$ cat src/hw/rtl/salsa20_stream_cipher_macros.svh
// Assertion macros used by the cipher top level
`ifndef SALSA20_STREAM_CIPHER_MACROS_SVH
`define SALSA20_STREAM_CIPHER_MACROS_SVH

// same-cycle implication, checked on clk, quiet during rst
`define SALSA_ASSERT_IMP(lbl, ante, cons, msg) \
  lbl: assert property (@(posedge clk) disable iff (rst) (ante) |-> (cons)) else $error(msg);

// next-cycle implication, checked on clk, quiet during rst
`define SALSA_ASSERT_NXT(lbl, ante, cons, msg) \
  lbl: assert property (@(posedge clk) disable iff (rst) (ante) |=> (cons)) else $error(msg);

`endif

$ cat src/hw/rtl/salsa20_pkg.sv
// Types, constants and round functions of the Salsa20 cipher
package salsa20_pkg;

  typedef logic [31:0] word_t;
  typedef logic [63:0] dword_t;
  typedef logic [15:0][31:0] state_t;
  typedef logic [3:0] widx_t;

  localparam int unsigned ROUNDS = 20;
  localparam int unsigned RND_W = $clog2(ROUNDS);
  localparam int unsigned KS_WORDS = 8;
  localparam int unsigned POS_W = $clog2(KS_WORDS);
  localparam int unsigned ADDR_W = 6;

  localparam word_t SIGMA [4] = '{32'h61707865, 32'h3320646e, 32'h79622d32, 32'h6b206574};
  localparam word_t TAU [4] = '{32'h61707865, 32'h3120646e, 32'h79622d36, 32'h6b206574};

  localparam widx_t COL_IDX [4][4] = '{'{4'd0, 4'd4, 4'd8, 4'd12},
                                       '{4'd5, 4'd9, 4'd13, 4'd1},
                                       '{4'd10, 4'd14, 4'd2, 4'd6},
                                       '{4'd15, 4'd3, 4'd7, 4'd11}};
  localparam widx_t ROW_IDX [4][4] = '{'{4'd0, 4'd1, 4'd2, 4'd3},
                                       '{4'd5, 4'd6, 4'd7, 4'd4},
                                       '{4'd10, 4'd11, 4'd8, 4'd9},
                                       '{4'd15, 4'd12, 4'd13, 4'd14}};

  typedef enum logic [2:0] {
    REG_KEY_A = 3'd0,
    REG_KEY_B = 3'd1,
    REG_KEY_C = 3'd2,
    REG_KEY_D = 3'd3,
    REG_MODE  = 3'd4,
    REG_NONCE = 3'd5
  } reg_idx_t;

  typedef struct packed {
    dword_t key_a;
    dword_t key_b;
    dword_t key_c;
    dword_t key_d;
    logic   long_mode;
    dword_t nonce;
  } cfg_t;

  typedef struct packed {
    logic load_item;
    logic init_state;
    logic do_round;
    logic row_round;
    logic feed;
    logic write_out;
  } cmd_t;

  typedef struct packed {
    logic block_start;
    logic out_free;
  } status_t;

  typedef struct packed {
    word_t a;
    word_t b;
    word_t c;
    word_t d;
  } qr_t;

  function automatic word_t rotl(input word_t x, input int unsigned n);
    return (x << n) | (x >> (32 - n));
  endfunction

  function automatic qr_t quarter_round(input word_t a, input word_t b,
                                        input word_t c, input word_t d);
    qr_t r;
    word_t sum;
    sum = a + d;
    r.b = b ^ rotl(sum, 7);
    sum = r.b + a;
    r.c = c ^ rotl(sum, 9);
    sum = r.c + r.b;
    r.d = d ^ rotl(sum, 13);
    sum = r.d + r.c;
    r.a = a ^ rotl(sum, 18);
    return r;
  endfunction

endpackage

$ cat src/hw/rtl/salsa20_ctrl.sv
// Sequencer for item intake, block generation and result write
module salsa20_ctrl (
  input  logic                 clk,
  input  logic                 rst,
  input  logic                 in_valid,
  output logic                 in_stall,
  input  salsa20_pkg::status_t status,
  output salsa20_pkg::cmd_t    cmd
);

  typedef enum logic [1:0] {
    S_IDLE,
    S_ROUND,
    S_FEED,
    S_XOR
  } state_t;

  state_t state;
  logic [salsa20_pkg::RND_W-1:0] rnd_cnt;
  logic last_round;

  assign last_round = (rnd_cnt == salsa20_pkg::RND_W'(salsa20_pkg::ROUNDS - 1));
  assign in_stall = (state != S_IDLE);

  always_comb begin
    cmd = '0;
    unique case (state)
      S_IDLE: begin
        cmd.load_item  = in_valid;
        cmd.init_state = in_valid && status.block_start;
      end
      S_ROUND: begin
        cmd.do_round  = 1'b1;
        cmd.row_round = rnd_cnt[0];
      end
      S_FEED: begin
        cmd.feed = 1'b1;
      end
      S_XOR: begin
        cmd.write_out = status.out_free;
      end
      default: begin
        cmd = '0;
      end
    endcase
  end

  always_ff @(posedge clk) begin
    if (rst) begin
      state   <= S_IDLE;
      rnd_cnt <= '0;
    end else begin
      unique case (state)
        S_IDLE: begin
          rnd_cnt <= '0;
          if (in_valid) begin
            state <= status.block_start ? S_ROUND : S_XOR;
          end
        end
        S_ROUND: begin
          rnd_cnt <= rnd_cnt + 1'b1;
          if (last_round) begin
            state <= S_FEED;
          end
        end
        S_FEED: begin
          state <= S_XOR;
        end
        S_XOR: begin
          if (status.out_free) begin
            state <= S_IDLE;
          end
        end
        default: begin
          state <= S_IDLE;
        end
      endcase
    end
  end

endmodule

$ cat config.mk
export PLATFORM = sky130hd
export DESIGN_NAME = salsa20_ctrl
export DESIGN_NICKNAME = d
export VERILOG_FILES = /design/src/hw/rtl/salsa20_stream_cipher_macros.svh /design/src/hw/rtl/salsa20_pkg.sv /design/src/hw/rtl/salsa20_ctrl.sv
export SDC_FILE = /design/constraint.sdc
export NUM_CORES = 1
export LEC_CHECK = 0
export BUFFER_PORTS_ARGS = -buffer_cell sky130_fd_sc_hd__buf_2
export CORE_AREA = 2 2 39 41
export DETAILED_ROUTE_END_ITERATION = 8
export DIE_AREA = 0 0 41 43
export GPL_TIMING_DRIVEN = 0
export SLEW_MARGIN = 20
export SYNTH_ARGS = -nofsm -noshare
export SYNTH_HDL_FRONTEND = slang
export SYNTH_SLANG_ARGS = --single-unit
$ cat constraint.sdc
create_clock -name clk -period 1.27 [get_ports clk]
set_input_delay 0 -clock clk [delete_from_list [all_inputs] [get_ports clk]]
set_output_delay 0 -clock clk [all_outputs]
set_load 0.005 [all_outputs]
==> results.yml, run 1 <==
place:
  placed_area_um2: 539.3
  place.port_buffers: 11
  gp_congestion: 0.7444
  dp_hpwl_um: 705.4
drt:
  routed_wirelength_mm: 1.133
  first_iter_violations: 9
  met3_length_um: 48
  wl_per_cell_um: 12.73
  drc: 0
  vias: 466
  wl_met1_um: 423
  routed.top_layer: "met4"
  drt_pass1_iterations: 4
  wl_met2_um: 652
  avgViaCountPerCell: 5.236
  ant_nets: 0
floorplan:
  num_io_pins: 12
  dieArea_um2: 1763
  initial_utilization_pct: 31.46
  coreArea_um2: 1384
  die_h_um: 43
  rows: 14
  die_w_um: 41
cts:
  numCtsBuffers: 3
  cts_max_path_buffers: 2
  cts_root_buf: "clkbuf_4"
  clk_pin_slew_ns: 0.05
  tritoncts: "built"
  clk-insertion-delay-late_ns: 0.25
  cts.sinks: 7
  htree_num_levels: 1
critical_path:
  endpoint_kind: "flop"
  crit_path_max_incr_delay_ns: 0.37
  cp_cell_sequence: "inv_2 > ha_4 > a221o_1 > a221oi_2"
  critPathLaunchType: "flop"
  critPathKind: "reg -> reg"
  cp.arrival_ns: 1.50
  worstPathRequired_ns: 1.43
  critPathMaxFanout: 7
  slowest_stage: "dfxtp_4"
grt:
  grt_pass1_vias: 477
  grt_overflow: 0
  grt_max_degree: 11
  grt_pass1_wl_mm: 1.821
  antenna_found_initial: 0
  grtUsageTotal_pct: 16.16
synth:
  seq_area_frac_synth_pct: 32.18
  ys.warnings.count: 0
  synth_cell_type_count: 23
  syn-num-nets: 60
  synthCells: 50
  syn_area_um2: 435.4
  ys_ff_latch: 7
  avgSynthCellArea_um2: 8.708
timing:
  hold_violations: 0
  fmax_mhz: 747.3
  final-max-slew-violation-count: 0
  fin_skew_ns: 0.005716
  tightest_slew_ns: 0.2276
  period_needed_ns: 1.338
  setup_viol: 3
  timing.slew.headroom_pct: 84.83
  finalCritPeriodShare_pct: 105.4
  final.setup.tns_ns: -0.1685
  rsz0062_at_grt: "yes"
  worst_slack_ns: -0.06810
job:
  max_cap_violations: 0
cells_and_area:
  fillers: 136
  diodes: 0
  fin_area_um2: 681.9
  nets: 84
  syn_to_final_growth_pct: 56.61
  drive_gt1_share_pct: 49.32
status:
  status: "finished with violations"
  violations: "setup timing"
power:
  power.total_w: 0.001372
  p_leak_nw: 0.2896
  peakVddDrop_uv: 1019
  p_per_area_nw_per_um2: 2012
worst_hold_path:
  worst_hold_path_type: "in -> reg"
-- worst paths after layout --
| check | startpoint | to | slack, ns | cells past startpoint |
|---|---|---|---|---|
| worst max register to register | state[1] | state[0] | -0.07 | 4 |
| worst min register to register | rnd_cnt[2] | rnd_cnt[2] | 0.57 | 2 |
| worst max-delay path | state[1] | state[0] | -0.07 | 4 |
| worst min-delay path | status[1] | state[1] | 0.20 | 4 |
-- what timing repair did --
action                                  in CTS  in global routing
gates resized for setup                     11                  2
buffers inserted                             7                  1
hold endpoints to repair                     1                  0
pin swaps                                    6                  1
hold buffers                                 1                  0
cloned                                       0                  0
endpoints found under the setup margin       6                  6
-- state kept, by name, indices dropped and copies added (netlist names) --
name / count
rnd_cnt: 5
state: 2
-- metrics by stage --
stage          setup WS, ns  utilization, %  hold slack (ns)  instances
2_1_floorplan      -0.07085               -          0.05883         50
5_1_grt             -0.1131           49.28           0.2060         89
6_report           -0.06810           49.28           0.2038         89
4_1_cts            -0.06533           48.37           0.1931         88
3_5_place_dp        -0.1496           38.97           0.2688         77
3_3_place_gp        -0.1786           38.97           0.2657         77
-- critical path: cells and delay by family (launching register included) --
| kind | cells | cell delay, ns |
|---|---|---|
| compound gates | 2 | 0.62 |
| fa+ha+maj | 1 | 0.19 |
| buf+inv | 1 | 0.07 |
| flops | 1 | 0.37 |
-- cell type report --
| class | count | area, um2 | share of cell area [%] |
|---|---|---|---|
| Multi-Input combinational cell | 37 | 329.1 | 48.26 |
| Sequential cell | 7 | 152.6 | 22.39 |
| Timing Repair Buffer | 20 | 125.1 | 18.35 |
| Clock buffer | 4 | 26.28 | 3.853 |
| Tap cell | 16 | 20.02 | 2.936 |
| Inverter | 4 | 15.01 | 2.202 |
| Buffer | 1 | 13.76 | 2.018 |
-- placed cells by master (no fill, tap or decap), types with 2 or more instances in the layout --
cell / instances
buf_2: 11
buf_4: 8
nor2_1: 5
a21oi_1: 5
ha_4: 4
clkbuf_4: 3
dfxtp_4: 3
dfxtp_1: 3
inv_2: 2
inv_1: 2
and2_1: 2
a41oi_1: 2
nand3_1: 2
nor3_1: 2
o21ai_0: 2
-- Yosys cell counts --
cell / instances / area (um2)
nand3b_1: 1 / 7.510
nor3b_1: 1 / 7.510
a21oi_1: 5 / 25.02
nor2_1: 5 / 18.77
nand4bb_1: 1 / 11.26
a221oi_2: 1 / 15.01
mux2i_1: 1 / 10.01
o21bai_1: 1 / 7.510
buf_4: 1 / 7.510
nand3_1: 2 / 10.01
nor3_1: 2 / 10.01
and2_1: 2 / 12.51
o21ai_0: 3 / 15.01
clkbuf_1: 1 / 3.750
nor2b_1: 1 / 6.260
and3_1: 1 / 6.260
inv_1: 4 / 15.01
a41oi_1: 2 / 17.52
ha_1: 5 / 62.56
and2b_1: 1 / 7.510
a221o_1: 1 / 10.01
a221oi_1: 1 / 8.760
dfxtp_1: 7 / 140.1
-- routing by layer --
layer | GRT usage, % | vias to the layer above
li1 | - | 227
met1 | 11.90 | 223
met2 | 30.31 | 14
met3 | 9.424 | 2
met4 | 6.000 | 0
met5 | 0 | -
-- logic make-up after synthesis --
| group | Yosys count | synth area share (%) |
|---|---|---|
| and+or+nand+nor | 17 | 22.42 |
| AOI/OAI and AO/OA | 14 | 22.70 |
| DFF | 7 | 32.18 |
| buffers and inverters | 6 | 6.033 |
| adders and majority gates | 5 | 14.37 |
| muxes | 1 | 2.299 |
-- power by group --
group	internal [W]	switching [W]	leakage, nW
Combinational	0.000428	0.000390	0.215
Sequential	0.000289	0.0000634	0.0595
Clock	0.000120	0.0000816	0.0150
Total	0.000837	0.000535	0.290
(Power assumes the default switching activity.)
==> run 2, diff against run 1 <==
==> constraint.sdc (replaced) <==
create_clock -name clk -period 1.6 [get_ports clk]
set_input_delay 0 -clock clk [delete_from_list [all_inputs] [get_ports clk]]
set_output_delay 0 -clock clk [all_outputs]
set_load 0.005 [all_outputs]
==> results.yml, run 2 (synthesis gave the netlist of run 1 again) <==
cells_and_area:
  largest_register_ffs: 5
  diodes: 0
  final_common_cell: "buf_2"
  final_util_pct: 39.06
  reg.largest.list: "rnd_cnt x5, state x2"
  final_cell_mix: "buf_2, dfxtp_1, nor2_1, a21oi_1"
  nets: 76
  syn_to_final_growth_pct: 24.14
  drive_gt1_share_pct: 27.69
  largest-register: "rnd_cnt"
  fin_area_um2: 540.5
floorplan:
  coreArea_um2: 1384
  dieArea_um2: 1763
  rows: 14
  num_io_pins: 12
  die_w_um: 41
  initial_utilization_pct: 31.46
  die_h_um: 43
job:
  max_cap_violations: 0
place:
  dp_hpwl_um: 665.7
  post-place-ws_ns: 0.08274
  place.port_buffers: 11
  gp_congestion: 0.7315
  placed_area_um2: 510.5
critical_path:
  cp.arrival_ns: 1.65
  reg2reg_from: "state[0]"
  critPathKind: "reg -> reg"
  reg2reg_depth: 5
  reg2reg_to: "state[0]"
  worstPathRequired_ns: 1.76
  endpoint_kind: "flop"
  critPathMaxFanout: 9
  r2r_slack_ns: 0.11
  critPathLaunchType: "flop"
timing:
  tightest_slew_ns: 0.2262
  final-max-slew-violation-count: 0
  finalCritPeriodShare_pct: 93.27
  hold_ws_ns: 0.02321
  rsz0062_at_grt: "no"
  worst_slack_ns: 0.1076
  fmax_mhz: 670.1
  timing.slew.headroom_pct: 84.92
  fin_skew_ns: 0.004612
  setup_viol: 0
  hold_violations: 0
  final.setup.tns_ns: 0
  period_needed_ns: 1.492
power:
  p_per_area_nw_per_um2: 1520
  peakVddDrop_uv: 632.8
  switchingPower_w: 0.0003258
  p_leak_nw: 0.2454
  internal-power_w: 0.0004956
  p_sw_share_pct: 39.66
  pwr-share-seq_pct: 29.5
  clkPwrFrac_pct: 18.6
  pwr-share-comb_pct: 51.9
grt:
  grtUsageTotal_pct: 11.18
  grt_overflow: 0
  grt_pass1_vias: 351
  grt_max_degree: 11
  antenna_found_initial: 0
  grt_pass1_wl_mm: 1.317
cts:
  cts_post_setup_buffers_inserted: 0
  cts.sinks: 7
  tritoncts: "built"
  clk_pin_slew_ns: 0.05
  numCtsBuffers: 3
  hold_buffers: 0
  htree_num_levels: 1
  cts_max_path_buffers: 2
  cts_root_buf: "clkbuf_4"
  clk-insertion-delay-late_ns: 0.24
drt:
  drc: 0
  avgViaCountPerCell: 5.210
  wl_per_cell_um: 10.21
  drt_pass1_iterations: 2
  vias: 422
  ant_nets: 0
  first_iter_violations: 3
  routed_wirelength_um: 827
worst_hold_path:
  hold_end: "rnd_cnt[2]"
  hold_depth: 2
  worstHoldStart: "rst"
  worst_hold_path_type: "in -> reg"
status:
  status: "finished, final reports clean"
run 2: changes by cell type in the layout (fill, tap and decap cells not counted), sizes merged:
cell / previous run / this run
buf: 19 / 12
dlygate4sd3: 1 / 0
run 2: metrics by stage:
step	total power, W	std cells
after floorplan	0.0005488	50
after global placement	0.0006641	77
after detailed placement	0.0006734	77
after CTS	0.0008329	81
after global routing	0.0009112	81
final	0.0008214	81
run 2: timing repair:
item | CTS | global route
endpoints found under the hold margin | 0 | 0
setup endpoints to repair | 0 | 4
gates resized for setup | 0 | 3
run 2: area by class of cell:
| cell class | count | area, um2 |
|---|---|---|
| Buffer | 2 | 12.51 |
| Tap cell | 16 | 20.02 |
| Clock buffer | 4 | 26.28 |
| Multi-Input combinational cell | 37 | 271.5 |
| Timing Repair Buffer | 11 | 55.05 |
| Fill cell | 144 | 843.3 |
| Inverter | 4 | 15.01 |
| Sequential cell | 7 | 140.1 |
run 2: layer usage:
metal | vias up | GRT usage [%] | part of all wire, %
met5 | - | 0 | 0
met4 | 0 | 6.000 | 0.48
met3 | 2 | 6.283 | 4.2
met2 | 8 | 16.88 | 51
met1 | 198 | 11.69 | 44
li1 | 214 | - | -
run 2: critical path, cell delays in order (launching register included):
cell	delay, ns
dfxtp_1	0.36
inv_1	0.10
ha_1	0.20
buf_4	0.16
a221o_1	0.34
a221oi_2	0.26
run 2: worst max-delay path by stage:
stage | startpoint | cells after the start | endpoint | slack, ns
after floorplan | state[0] | 6 | state[1] | 0.19
after global placement | state[0] | 6 | state[1] | 0.1
after detailed placement | state[0] | 6 | state[1] | 0.08
after CTS | state[1] | 5 | cmd[2] | 0.02
after global routing | rnd_cnt[0] | 4 | state[1] | 0.01
final | state[0] | 5 | state[0] | 0.11
run 2: power by group through the flow:
stage / Combinational, W / Clock, W / Sequential (W)
after floorplan: 0.000311 / 0 / 0.000238
after global placement: 0.000420 / 0 / 0.000244
after detailed placement: 0.000426 / 0 / 0.000248
after CTS: 0.000426 / 0.000163 / 0.000244
after global routing: 0.000484 / 0.000181 / 0.000246
final: 0.000426 / 0.000153 / 0.000243
